<file path="src/nsr_pkg.sv">
// Shared types, constants and microcode ROM for the square root core.
`default_nettype none

package nsr_pkg;

  localparam int ROOT_WIDTH = 24;
  localparam int STEP_W = 2;

  // Program step addresses
  localparam logic [STEP_W-1:0] STEP_IDLE  = 2'd0;
  localparam logic [STEP_W-1:0] STEP_CHECK = 2'd1;
  localparam logic [STEP_W-1:0] STEP_ITER  = 2'd2;
  localparam logic [STEP_W-1:0] STEP_EMIT  = 2'd3;

  typedef enum logic [2:0] {
    COND_NEXT,
    COND_IDLE,
    COND_NEG,
    COND_MORE,
    COND_ALWAYS
  } cond_t;

  typedef struct packed {
    logic              load;
    logic              iter;
    logic              emit;
    cond_t             cond;
    logic [STEP_W-1:0] target;
  } ctrl_t;

  typedef struct packed {
    logic last;
    logic neg;
  } status_t;

  function automatic ctrl_t ucode(input logic [STEP_W-1:0] step);
    ctrl_t w;
    w = '{load: 1'b0, iter: 1'b0, emit: 1'b0, cond: COND_ALWAYS, target: STEP_IDLE};
    case (step)
      STEP_IDLE: begin
        w.load   = 1'b1;
        w.cond   = COND_IDLE;
        w.target = STEP_IDLE;
      end
      STEP_CHECK: begin
        w.cond   = COND_NEG;
        w.target = STEP_EMIT;
      end
      STEP_ITER: begin
        w.iter   = 1'b1;
        w.cond   = COND_MORE;
        w.target = STEP_ITER;
      end
      STEP_EMIT: begin
        w.emit   = 1'b1;
        w.cond   = COND_ALWAYS;
        w.target = STEP_IDLE;
      end
      default: begin
        w.cond   = COND_ALWAYS;
        w.target = STEP_IDLE;
      end
    endcase
    return w;
  endfunction

endpackage

`default_nettype wire

</file>
<file path="src/newton_square_root_core.sv">
// Top level of the fixed-point floor square root core.
//
// Usage: drive radicand (signed, FRACTION_BITS fraction bits) and raise
// start; the word is taken at a clock edge where start is high and busy is
// low. One result word follows per input: done is high for exactly one
// cycle with root (unsigned, same fraction bits, rounded down) and
// negative_error. A negative word gives negative_error = 1 and root = 0.
// The receiver cannot stall; the result is only valid in the done cycle.
//
// Steps: the sequencer runs CHECK, then PAIRS ITER steps of one root bit
// each through the shared compare/subtract unit, then EMIT; done is
// registered from EMIT. PAIRS = ceil((DATA_WIDTH - 1 + FRACTION_BITS) / 2),
// 24 at the defaults. A negative word skips from CHECK straight to EMIT.
// busy drops in the done cycle, so a new word can be taken there, but
// none is taken while a word is still in progress.
// Reset (rst, synchronous) returns the microcode sequencer to its idle
// step and clears done.
`default_nettype none

module newton_square_root_core
  import nsr_pkg::*;
#(
  parameter int DATA_WIDTH    = 32,
  parameter int FRACTION_BITS = 16
) (
  input  wire logic                  clk,
  input  wire logic                  rst,
  input  wire logic                  start,
  output logic                       busy,
  input  wire logic [DATA_WIDTH-1:0] radicand,
  output logic                       done,
  output logic [ROOT_WIDTH-1:0]      root,
  output logic                       negative_error
);

  ctrl_t   ctrl;
  status_t status;
  logic    load_en;

  assign load_en = ctrl.load && start;

  nsr_sequencer u_seq (
    .clk    (clk),
    .rst    (rst),
    .start  (start),
    .status (status),
    .ctrl   (ctrl),
    .busy   (busy)
  );

  nsr_datapath #(
    .DATA_WIDTH    (DATA_WIDTH),
    .FRACTION_BITS (FRACTION_BITS)
  ) u_dp (
    .clk            (clk),
    .rst            (rst),
    .ctrl           (ctrl),
    .load_en        (load_en),
    .radicand       (radicand),
    .status         (status),
    .done           (done),
    .root           (root),
    .negative_error (negative_error)
  );

endmodule

`default_nettype wire

</file>
<file path="src/nsr_sequencer.sv">
// Step counter, microcode fetch and jump logic.
`default_nettype none

module nsr_sequencer
  import nsr_pkg::*;
(
  input  wire logic    clk,
  input  wire logic    rst,
  input  wire logic    start,
  input  wire status_t status,
  output ctrl_t        ctrl,
  output logic         busy
);

  logic [STEP_W-1:0] step;
  logic [STEP_W-1:0] step_next;
  logic              take;

  assign ctrl = ucode(step);
  assign busy = (step != STEP_IDLE);

  always_comb begin
    case (ctrl.cond)
      COND_NEXT:   take = 1'b0;
      COND_IDLE:   take = !start;
      COND_NEG:    take = status.neg;
      COND_MORE:   take = !status.last;
      COND_ALWAYS: take = 1'b1;
      default:     take = 1'b1;
    endcase
    step_next = take ? ctrl.target : step + STEP_W'(1);
  end

  always_ff @(posedge clk) begin
    if (rst) begin
      step <= STEP_IDLE;
    end else begin
      step <= step_next;
    end
  end

endmodule

`default_nettype wire

</file>
<file path="src/nsr_datapath.sv">
// Digit-by-digit root datapath: radicand shifter, remainder, root and result registers.
`default_nettype none

module nsr_datapath
  import nsr_pkg::*;
#(
  parameter int DATA_WIDTH    = 32,
  parameter int FRACTION_BITS = 16
) (
  input  wire logic                  clk,
  input  wire logic                  rst,
  input  wire ctrl_t                 ctrl,
  input  wire logic                  load_en,
  input  wire logic [DATA_WIDTH-1:0] radicand,
  output status_t                    status,
  output logic                       done,
  output logic [ROOT_WIDTH-1:0]      root,
  output logic                       negative_error
);

  localparam int TOTAL = DATA_WIDTH - 1 + FRACTION_BITS;
  localparam int NBITS = TOTAL + (TOTAL % 2);
  localparam int PAIRS = NBITS / 2;
  localparam int RW    = PAIRS + 2;
  localparam int CW    = $clog2(PAIRS + 1);

  logic [NBITS-1:0] nbuf;
  logic [RW-1:0]    rem;
  logic [PAIRS-1:0] rt;
  logic [CW-1:0]    cnt;
  logic             neg;

  logic [RW-1:0] rem_sh;
  logic [RW-1:0] trial;
  logic          ge;

  assign rem_sh = {rem[PAIRS-1:0], nbuf[NBITS-1 -: 2]};
  assign trial  = {rt, 2'b01};
  assign ge     = (rem_sh >= trial);

  assign status.last = (cnt == CW'(1));
  assign status.neg  = neg;

  always_ff @(posedge clk) begin
    if (load_en) begin
      nbuf <= NBITS'(radicand[DATA_WIDTH-2:0]) << FRACTION_BITS;
      rem  <= '0;
      rt   <= '0;
      cnt  <= CW'(PAIRS);
      neg  <= radicand[DATA_WIDTH-1];
    end else if (ctrl.iter) begin
      nbuf <= nbuf << 2;
      rem  <= ge ? rem_sh - trial : rem_sh;
      rt   <= {rt[PAIRS-2:0], ge};
      cnt  <= cnt - CW'(1);
    end
    if (ctrl.emit) begin
      // root stays cleared on a negative word since no iteration step ran
      root           <= ROOT_WIDTH'(rt);
      negative_error <= neg;
    end
  end

  always_ff @(posedge clk) begin
    if (rst) begin
      done <= 1'b0;
    end else begin
      done <= ctrl.emit;
    end
  end

endmodule

`default_nettype wire

</file>
<file path="config.mk">
export PLATFORM = sky130hd
export DESIGN_NAME = newton_square_root_core
export DESIGN_NICKNAME = d
export VERILOG_FILES = /design/src/nsr_pkg.sv /design/src/newton_square_root_core.sv /design/src/nsr_sequencer.sv /design/src/nsr_datapath.sv
export SDC_FILE = /design/constraint.sdc
export NUM_CORES = 1
export LEC_CHECK = 0
export BUFFER_PORTS_ARGS = -buffer_cell sky130_fd_sc_hd__buf_2
export CAP_MARGIN = 20
export CORE_MARGIN = 2
export CORE_UTILIZATION = 53
export CTS_BUF_LIST = sky130_fd_sc_hd__clkbuf_16
export DETAILED_ROUTE_END_ITERATION = 10
export PLACE_DENSITY_LB_ADDON = 0.15
export SYNTH_ARGS = -nofsm -noshare
export SYNTH_HDL_FRONTEND = slang
export SYNTH_SLANG_ARGS = --single-unit
</file>
<file path="constraint.sdc">
create_clock -name clk -period 2.4 [get_ports clk]
set_input_delay 0.48 -clock clk [delete_from_list [all_inputs] [get_ports clk]]
set_output_delay 0.48 -clock clk [all_outputs]
set_load 0.05 [all_outputs]
</file>
-- Word level (Yosys, flattened, before mapping)
Cells that the tools add are included.
- bits in registers: 114
- bits in latches: 0
- bits in writable memories: 0
- bits in read-only memories: 0
- output and inout bits: 27
- word-level logic and storage cells: 37
- memories kept: 0
- $add $sub $neg: 3
- multiply operators: 0
- div/mod/pow operators: 0
- magnitude comparators: 1
- equal/unequal tests: 7
- shifts and indexed selects: 0
- multiplexer cells: 9
- bitwise gates (word level): 0
- reduce and logical (&&, ||, !) cells: 7
- operators by type and width (kind ; number):
    2-to-1 mux 47 bit ; 2
    greater-or-equal comparator 26 bit ; 1
    2-to-1 mux 24 bit ; 1
    subtractor 24 bit ; 1
    one-hot mux 5 bit (4 select lines) ; 1
    == test 3 x 2 -> 1 bit (second input constant) ; 2
    == test 5 x 1 -> 1 bit (second input constant) ; 1
    subtractor 5 x 1 -> 5 bit (second input constant) ; 1
    == test 2 bit (second input constant) ; 2
    one-hot mux 1 bit (4 select lines) ; 1
    nonzero test 2 bit ; 2
    == test 3 x 1 -> 1 bit (second input constant) ; 1
    logical NOT 3 bit ; 1
    2-to-1 mux 1 bit ; 3
    adder 2 x 1 -> 2 bit (second input constant) ; 1
    == test 2 x 1 -> 1 bit (second input constant) ; 1
    logical NOT 1 bit ; 2
    logical NOT 2 bit ; 1
    2-to-1 mux 2 bit ; 1
    logical AND 1 bit ; 1

-- Longest topological paths before layout
Gate-level depths: netlist (run 1).
- depth after elaboration: 5
- mapped depth: 11
- mapped depth without buffers: 10

-- Hierarchy
From an unflattened synthesis (run 1), not the netlist that was laid out.
- cells, all modules: 531
- area, all modules: 5905.7 um^2
- modules (own cells, without submodules) (module ; times used ; cells an instance ; area each (um^2) ; seq. area each (um^2)):
    nsr_datapath ; 1 ; 508 ; 5669.2 ; 2812.7
    nsr_sequencer ; 1 ; 22 ; 230.2 ; 40.0
    newton_square_root_core ; 1 ; 1 ; 6.3 ; 0.0

-- Least setup slack after synthesis (run 1)
Ideal clock, no wire load.
- path type: register to register
- start: register u_dp.rt[13]
- end: register u_dp.rem[1]
- arrival time: 2.372 ns
- slack: -0.047 ns
- cell stages (with the launch flop): 10
- path buffers: 0
- period minus slack after synthesis: 2.447 ns
- cell sequence: dfxtp_1 > inv_1 > ha_1 > a21o_1 > a21o_1 > a221oi_2 > o31ai_4 > o21ai_4 > mux2_2 > o21ai_0
- word-level cells in the longest chain between the ends: 2
- RTL lines (element ; line ; source):
    from (decl) ; nsr_datapath.sv:29 ; logic [PAIRS-1:0] rt;
    from (signal assigned) ; nsr_datapath.sv:54 ; rt <= {rt[PAIRS-2:0], ge};
    greater-or-equal comparator 26 bit ; nsr_datapath.sv:39 ; assign ge = (rem_sh >= trial);
    2-to-1 mux 24 bit ; nsr_datapath.sv:53 ; rem <= ge ? rem_sh - trial : rem_sh;
    to (signal assigned) ; nsr_datapath.sv:53 ;
    to (decl) ; nsr_datapath.sv:28 ; logic [RW-1:0] rem;
No other way between the ends.
A chain may end at the register's enable or synchronous reset.

-- Final worst setup path (run 1)
- start: register u_dp.rem[17]
- end: register u_dp.rem[4]
- word-level cells in the longest chain between the ends: 2
- RTL lines (element ; line):
    greater-or-equal comparator 26 bit ; nsr_datapath.sv:39
    2-to-1 mux 24 bit ; nsr_datapath.sv:53
No other way between the ends.

==> parameters.txt, run 1 <==
Parameter                              Value

Floorplanning
  Horizontal die dimension    107.7 µm
  Placeable Area    0.01037 mm²
  Top-Level Pins    62
  Site row count    37
  DIE AREA    around 0.012 mm²
  Effective utilization at floorplan    0.5497
  DIE HEIGHT    ~110 µm

STA
  Period Utilization, post-route    1.052
  Worst Max-Slew Pin Slew    0.4546 ns
  Final hold violation count    0
  Unrepaired setup endpoints after global routing    true
  Clock Skews    between 0.015 and 0.02 ns
  Worst slew margin    0.6969
  Max Clock Freq    396.1 MHz
  Fin crit period    ~2.5 ns
  Final count of negative-setup-slack endpoints    15
  Slew Limit Fails    0
  Smallest setup slack after layout    -0.1245 ns
  Total Negative Setup Slacks    -0.8011 ns

Layout
  Share of layout cells above drive strength 1    0.3388
  Fill count    774
  N_diodes    0
  Signed area change from the synthesized netlist to the final layout    34.11%
  Final design utilization    0.7372
  Most frequent cells in the layout    sky130_fd_sc_hd__nand2_1, sky130_fd_sc_hd__buf_4, sky130_fd_sc_hd__buf_2, sky130_fd_sc_hd__edfxtp_1, sky130_fd_sc_hd__dfxtp_1
  Final layout net count    786
  Post-route non-filler standard cell count    approximately 870
  Most frequent standard cell in the layout excluding fill and tap cells    sky130_fd_sc_hd__nand2_1

Power and ir drop
  Switching power    5.192 mW
  Leakage dissipation    3.340 nW
  Overall power of the completed layout    13.08 mW
  Share of power burned in combinational logic    0.590
  Clk pwr share    0.177
  Internal Power    7.890 mW
  Cell area power density    1711 mW/mm²
  Worst vdd ir    0.8296 mV
  Switching share of power    0.3969
  Seq pwr share    0.233

Placement
  Routability cong.    0.8952
  Number of I/O port buffers    61
  Placed Cells    between 800 and 900
  HPWL after detailed placement    8.613 mm

Clock tree
  Clock-pin slew on the worst setup and hold paths    approximately 0.050 ns
  H-tree levels    4
  CTS max path bufs    2
  CTS tree    done
  Source-to-sink clock delay at the later pin of the worst-skew pair    0.41 ns
  Root Buffer    sky130_fd_sc_hd__clkbuf_16
  Sink Count    114
  Number of buffers created by CTS    17

Outcome
  Failing checks    setup timing
  Status    complete, but fails checks

Yosys
  Synthesis-stage register bit count    around 110
  Syn_nets    about 640
  Count of cell types in the netlist    53
  Gate count after technology mapping    between 500 and 600
  Total standard cell area after synthesis    about 0.0057 mm²
  Number of flops mapped to enable cells by yosys    57
  Seq/Total Area, Yosys    0.5004
  Post-synthesis average cell area    about 10 µm²
  Most common flop cell mapped by yosys    sky130_fd_sc_hd__edfxtp_1
  Async set-reset flop share out of synthesis    0
  Count of synthesis-stage warnings from yosys    0

Worst setup path
  Minimum setup slack among reg-to-reg paths    -0.12 ns
  R2R Path Start    u_dp.rem[17]
  Type of the setup path with the least slack    reg2reg
  Highest fanout seen on the critical path    8
  End point of the critical path    u_dp.rem[4]
  Critical path capture point type    register
  Critical register-to-register path endpoint    u_dp.rem[4]
  CP arrival    2.81 ns
  Launching element type of the critical path    register
  Worst r2r path cells    10
  Critical Path Source    u_dp.rem[17]
  Required time at the worst-slack endpoint    2.68 ns

Global route
  Largest net degree at the start of global routing    40
  Number of global-route vias before repair    4676
  Antenna violations before repair    0
  Total congestion overflow after global routing    0
  Global-route total usage across every layer    0.2405
  First-pass GRT wire length    21.91 mm

Route
  DRT iter0 DRCs    258
  Via count    4665
  Post-Route WL    13.33 mm
  Detail Route Antenna Nets    0
  Remaining routing DRC violations    0
  Routed WL per cell    between 15 and 20 µm
  Average vias per placed instance    5.393
  Router iterations before antenna repair    5

Run
  Max_cap viols    0

Min path
  Min-delay worst type    in2reg
==> logic make-up (layout without fill, tap and decap cells) <==
logic type | count (synthesis) | in the layout | share of synthesized area
adder cells (fa/ha/maj) | 35 | 35 | 0.07682
buffers and inverters | 60 | 220 | 0.04368
AO/OA/AOI/OAI | 109 | 109 | 0.1317
flip-flops | 114 | 114 | 0.5004
multiplexers | 41 | 41 | 0.07243
XOR/XNOR | 25 | 25 | 0.03841
AND/OR/NAND/NOR | 185 | 185 | 0.1365
==> layout make-up <==
type                            count  area, µm²  area share
Sequential cell                   114       2874      0.3759
Inverter                           39      146.4     0.01915
Timing Repair Buffer              149       1010      0.1321
Multi-Input combinational cell    395       2898      0.3791
Clock inverter                     15      121.4     0.01588
Tap cell                          136      170.2     0.02226
Clock buffer                       17      425.4     0.05565
==> timing repair <==
item	in CTS	in global routing
hold buffers	0	0
cloned	1	0
pin swaps	21	30
gates resized for setup	35	49
setup buffers	10	5
setup endpoints to repair	24	25
==> through the flow <==
stage / hold WS (ns) / instance area [µm²] / setup slack (ns)
2_1_floorplan: 0.4267 / 5742 / 0.01331
3_3_place_gp: 0.4455 / 6700 / -0.1274
3_5_place_dp: 0.4424 / 6700 / -0.1811
4_1_cts: 0.2368 / 7480 / -0.008385
5_1_grt: 0.2417 / 7645 / -0.2163
6_report: 0.2456 / 7645 / -0.1245
==> per-layer routing <==
metal / vias to the layer above / track usage / routed length (µm)
li1: 2284 / - / -
met1: 2227 / 0.3048 / 5949
met2: 134 / 0.3953 / 6513
met3: 20 / 0.06053 / 629
met4: 0 / 0.09249 / 239
met5: - / 0 / 0
==> state kept, by name, summed over array words and instances (netlist names) <==
signal               cells
u_dp.nbuf               32
u_dp.rem                24
u_dp.root               24
u_dp.rt                 24
u_dp.cnt                 5
u_seq.step               2
u_dp.done                1
u_dp.neg                 1
u_dp.negative_error      1
==> critical path: stages, from the launching register on <==
cell,delay (ns)
sky130_fd_sc_hd__dfxtp_4,0.36
sky130_fd_sc_hd__ha_4,0.23
sky130_fd_sc_hd__a21o_1,0.16
sky130_fd_sc_hd__a21o_1,0.20
sky130_fd_sc_hd__a21oi_2,0.20
sky130_fd_sc_hd__nand2_2,0.10
sky130_fd_sc_hd__a41o_1,0.28
sky130_fd_sc_hd__o21ai_4,0.33
sky130_fd_sc_hd__buf_12,0.19
sky130_fd_sc_hd__mux2i_1,0.27
sky130_fd_sc_hd__a21oi_1,0.10
==> power by group through the flow <==
| stage | combinational [mW] | sequential (mW) | clock [mW] |
|---|---|---|---|
| 2_1_floorplan | 4.35 | 3.15 | 0 |
| 3_3_place_gp | 6.09 | 3.04 | 0 |
| 3_5_place_dp | 6.20 | 3.06 | 0 |
| 4_1_cts | 7.29 | 3.04 | 2.34 |
| 5_1_grt | 8.35 | 3.11 | 2.43 |
| 6_report | 7.72 | 3.05 | 2.31 |
==> how the worst min path moves through the flow <==
stage                               end          from  cells past startpoint
floorplan           u_dp.negative_error      u_dp.neg                      0
global placement          u_dp.root[23]   u_dp.rt[23]                      0
detailed placement        u_dp.root[23]   u_dp.rt[23]                      0
CTS                            u_dp.neg  radicand[31]                      1
global route                   u_dp.neg  radicand[31]                      1
finish                         u_dp.neg  radicand[31]                      1
==> synth_stat cells, types with 2 or more instances <==
cell type	count	share of area
sky130_fd_sc_hd__nand2_1	113	0.074
sky130_fd_sc_hd__dfxtp_1	57	0.20
sky130_fd_sc_hd__edfxtp_1	57	0.30
sky130_fd_sc_hd__nor2_1	40	0.026
sky130_fd_sc_hd__mux2i_1	39	0.068
sky130_fd_sc_hd__inv_1	38	0.025
sky130_fd_sc_hd__ha_1	35	0.077
sky130_fd_sc_hd__o21ai_0	28	0.025
sky130_fd_sc_hd__a21oi_1	25	0.022
sky130_fd_sc_hd__clkbuf_1	17	0.011
sky130_fd_sc_hd__xor2_1	13	0.020
sky130_fd_sc_hd__a21o_1	12	0.016
sky130_fd_sc_hd__xnor2_1	12	0.018
sky130_fd_sc_hd__nor2b_1	7	0.0077
sky130_fd_sc_hd__a211oi_1	6	0.0079
sky130_fd_sc_hd__a32oi_1	6	0.0092
sky130_fd_sc_hd__and3_1	5	0.0055
sky130_fd_sc_hd__nand4_1	4	0.0044
sky130_fd_sc_hd__o21bai_1	4	0.0053
sky130_fd_sc_hd__a31oi_1	3	0.0033
sky130_fd_sc_hd__and2_1	3	0.0033
sky130_fd_sc_hd__nor3_1	3	0.0026
sky130_fd_sc_hd__or3_1	3	0.0033
sky130_fd_sc_hd__a211oi_2	2	0.0044
sky130_fd_sc_hd__buf_1	2	0.0013
sky130_fd_sc_hd__mux2_2	2	0.0040
sky130_fd_sc_hd__nand2b_1	2	0.0022
sky130_fd_sc_hd__o2111ai_1	2	0.0031
sky130_fd_sc_hd__o211ai_1	2	0.0026
sky130_fd_sc_hd__o21a_1	2	0.0026
sky130_fd_sc_hd__o21ai_1	2	0.0018
sky130_fd_sc_hd__o41ai_1	2	0.0031
(Power assumes the default switching activity.)
==> run 2: changes to the inputs <==
- BUFFER_PORTS_ARGS: -buffer_cell sky130_fd_sc_hd__buf_2 -> default
- CORE_MARGIN: 2 -> 10
- CORE_UTILIZATION: 53 -> 57
- DONT_BUFFER_PORTS: default -> 1
==> parameters.txt, run 2 (synthesis gave the netlist of run 1 again) <==
Parameter                              Value

Clock tree
  Source-to-sink clock delay at the later pin of the worst-skew pair    0.42 ns (about the same)
  Number of buffers created by CTS    17 (unchanged)
  Root Buffer    sky130_fd_sc_hd__clkbuf_16
  Clock-pin slew on the worst setup and hold paths    0.06 ns (about the same)
  CTS max path bufs    2 (unchanged)
  CTS tree    done
  Sink Count    114 (unchanged)
  H-tree levels    4 (unchanged)

Layout
  Signed area change from the synthesized netlist to the final layout    30.07%
  N_diodes    0 (unchanged)
  Most frequent standard cell in the layout excluding fill and tap cells    sky130_fd_sc_hd__nand2_1
  Share of layout cells above drive strength 1    0.2679 (-0.07094)
  Register name with the most flops    u_dp.nbuf
  Fill count    690 (-11%)
  Multi-input combinational cell area    0.003012 mm² (+3.9%)
  Area occupied by registers    0.002867 mm² (-0.26%)
  Most frequent cells in the layout    sky130_fd_sc_hd__nand2_1, sky130_fd_sc_hd__buf_4, sky130_fd_sc_hd__edfxtp_1, sky130_fd_sc_hd__dfxtp_1
  Final layout net count    714 (-9.2%)
  Largest register FFs    32 (unchanged)

STA
  Worst Max-Slew Pin Slew    0.6372 ns (+0.1826 ns)
  Period Utilization, post-route    0.9822 (-0.06965)
  Max Clock Freq    424.2 MHz (+7.1%)
  Clock Skews    0.01135 ns (-0.006245 ns)
  Smallest setup slack after layout    0.04268 ns (+0.1672 ns)
  Unrepaired setup endpoints after global routing    true
  Total Negative Setup Slacks    0 ns (+0.8011 ns)
  Fin crit period    2.357 ns (-0.1672 ns)
  Final hold violation count    0 (unchanged)
  Slew Limit Fails    0 (unchanged)
  Final count of negative-setup-slack endpoints    0 (-15)
  Hold Slack    0.1301 ns (-0.1155 ns)
  Worst slew margin    0.5752 (-0.1217)

Floorplanning
  Placeable Area    0.009774 mm² (-5.7%)
  DIE AREA    0.01440 mm² (+24%)
  DIE HEIGHT    120.0 µm (+11%)
  Horizontal die dimension    120.0 µm (+11%)
  Top-Level Pins    62 (unchanged)
  Effective utilization at floorplan    0.5832 (+0.03349)
  Site row count    36 (-2.7%)

Route
  Uppermost metal layer occupied by signal nets    met4
  Routed metal-1 wirelength    5.735 mm (-3.6%)
  Routed WL per cell    17.00 µm (+10%)
  Average vias per placed instance    5.566 (+3.2%)
  Remaining routing DRC violations    0 (unchanged)
  Detail Route Antenna Nets    0 (unchanged)
  Detailed route wirelength on metal2    6.695 mm (+2.8%)
  Post-Route WL    13.43 mm (+0.73%)
  Router iterations before antenna repair    4 (-1)
  Met3 WL post-DR    823 µm (+31%)
  DRT iter0 DRCs    184 (-29%)
  Via count    4397 (-5.7%)

Worst setup path
  Minimum setup slack among reg-to-reg paths    0.04 ns (+0.17 ns)
  CP arrival    2.69 ns (-0.12 ns)
  Type of the setup path with the least slack    reg2reg
  Critical register-to-register path endpoint    u_dp.rem[18]
  CP max stage delay    0.33 ns (-0.03 ns)
  Launching element type of the critical path    register
  Top cell family by delay on the critical path    compound AO/OA/AOI/OAI gates
  R2R Path Start    u_dp.rt[0]
  Highest fanout seen on the critical path    3 (-5)
  Library cell contributing the largest single delay on the critical path    sky130_fd_sc_hd__dfxtp_2
  Worst r2r path cells    12 (+2)
  Buffer and inverter count on the worst path    3 (+2)
  Required time at the worst-slack endpoint    2.73 ns (+0.05 ns)
  Series of cell instances along the critical path    inv_1 -> ha_4 -> nor2b_4 -> o2111ai_4 -> a21oi_2 -> o22ai_4 -> o31ai_4 -> buf_6 -> buf_4 -> xor2_1 -> mux2i_1 -> o21ai_0
  Critical path capture point type    register

Min path
  Hold path startpoint    rst
  Min-delay worst type    in2reg
  Worst Hold End    u_dp.done
  Hold Path Stages    1 (unchanged)

Run
  Max_cap viols    0 (unchanged)

Power and ir drop
  Leakage dissipation    3.091 nW (-7.5%)
  Cell area power density    1814 mW/mm² (+6.0%)
  Worst vdd ir    1.055 mV (+27%)

Outcome
  Status    completed

Global route
  Antenna violations before repair    0 (unchanged)
  Largest net degree at the start of global routing    60 (+50%)
  Number of global-route vias before repair    4478 (-4.2%)
  First-pass GRT wire length    21.62 mm (-1.4%)
  Total congestion overflow after global routing    0 (unchanged)
  Global-route total usage across every layer    0.1844 (-0.05616)

Placement
  Number of I/O port buffers    0 (-100%)
  Pre-CTS setup slack    -0.1068 ns (+0.07432 ns)
  Routability cong.    0.8976 (+0.27%)
  HPWL after detailed placement    8.690 mm (+0.90%)
==> run 2: cell types whose count changed in the layout (fill, tap and decap cells not counted), sizes merged <==
cell	previous run	this run
clkinvlp	6	3
o21ai	31	32
buf	149	76
bufinv	1	4
==> run 2: per-stage QoR <==
step / instances / total power [mW] / utilization / instance area [µm²]
after detailed placement: 742 / 8.984 / 0.6423 / 6279
after CTS: 784 / 12.41 / 0.7284 / 7119
after floorplan: 569 / 7.492 / - / 5742
after global routing: 790 / 14.25 / 0.7586 / 7415
after global placement: 742 / 8.821 / 0.6423 / 6279
final: 790 / 13.45 / 0.7586 / 7415
==> run 2: power by group <==
| part | internal [mW] | switching, mW | leakage (nW) | total [mW] |
|---|---|---|---|---|
| Sequential | 2.77 | 0.449 | 1.01 | 3.22 |
| Combinational | 3.80 | 3.86 | 1.78 | 7.66 |
| Clock | 1.70 | 0.862 | 0.295 | 2.57 |
| Total | 8.28 | 5.17 | 3.09 | 13.4 |
==> run 2: worst max-delay path by stage <==
stage	startpoint	endpoint	slack [ns]	depth (start not counted)
after floorplan	u_dp.rt[14]	u_dp.rem[1]	0.01	9
after global placement	u_dp.rt[21]	u_dp.rem[13]	0.008	11
after detailed placement	u_dp.rt[21]	u_dp.rem[9]	-0.11	11
after CTS	u_dp.rt[3]	u_dp.rem[16]	-0.0007	10
after global routing	u_dp.rt[0]	u_dp.rem[18]	-0.09	12
final	u_dp.rt[0]	u_dp.rem[18]	0.04	12
==> run 2: metal layers <==
metal	GRT usage	vias up
li1	-	2147
met1	0.2127	2139
met2	0.3026	99
met3	0.07314	12
met4	0.07014	0
met5	0	-
==> run 2: repair_timing <==
item | 4_1_cts | 5_1_grt
cloned | 2 | 0
pin swaps | 10 | 30
resized for setup | 27 | 53
hold buffers | 0 | 0
buffers inserted | 8 | 6
endpoints found under the setup margin | 18 | 25
==> run 2: final cells by class <==
type	instances	area share
Tap cell	133	0.02244
Clock buffer	17	0.05737
Clock inverter	15	0.02362
Timing Repair Buffer	76	0.08404
Inverter	39	0.01974
Multi-Input combinational cell	396	0.4062
Sequential cell	114	0.3866
==> run 2: worst register-to-register path, stage by stage, from the launching register on <==
cell	delay, ns
sky130_fd_sc_hd__dfxtp_2	0.33
sky130_fd_sc_hd__inv_1	0.06
sky130_fd_sc_hd__ha_4	0.28
sky130_fd_sc_hd__nor2b_4	0.17
sky130_fd_sc_hd__o2111ai_4	0.13
sky130_fd_sc_hd__a21oi_2	0.19
sky130_fd_sc_hd__o22ai_4	0.10
sky130_fd_sc_hd__o31ai_4	0.28
sky130_fd_sc_hd__buf_6	0.16
sky130_fd_sc_hd__buf_4	0.13
sky130_fd_sc_hd__xor2_1	0.16
sky130_fd_sc_hd__mux2i_1	0.09
sky130_fd_sc_hd__o21ai_0	0.18
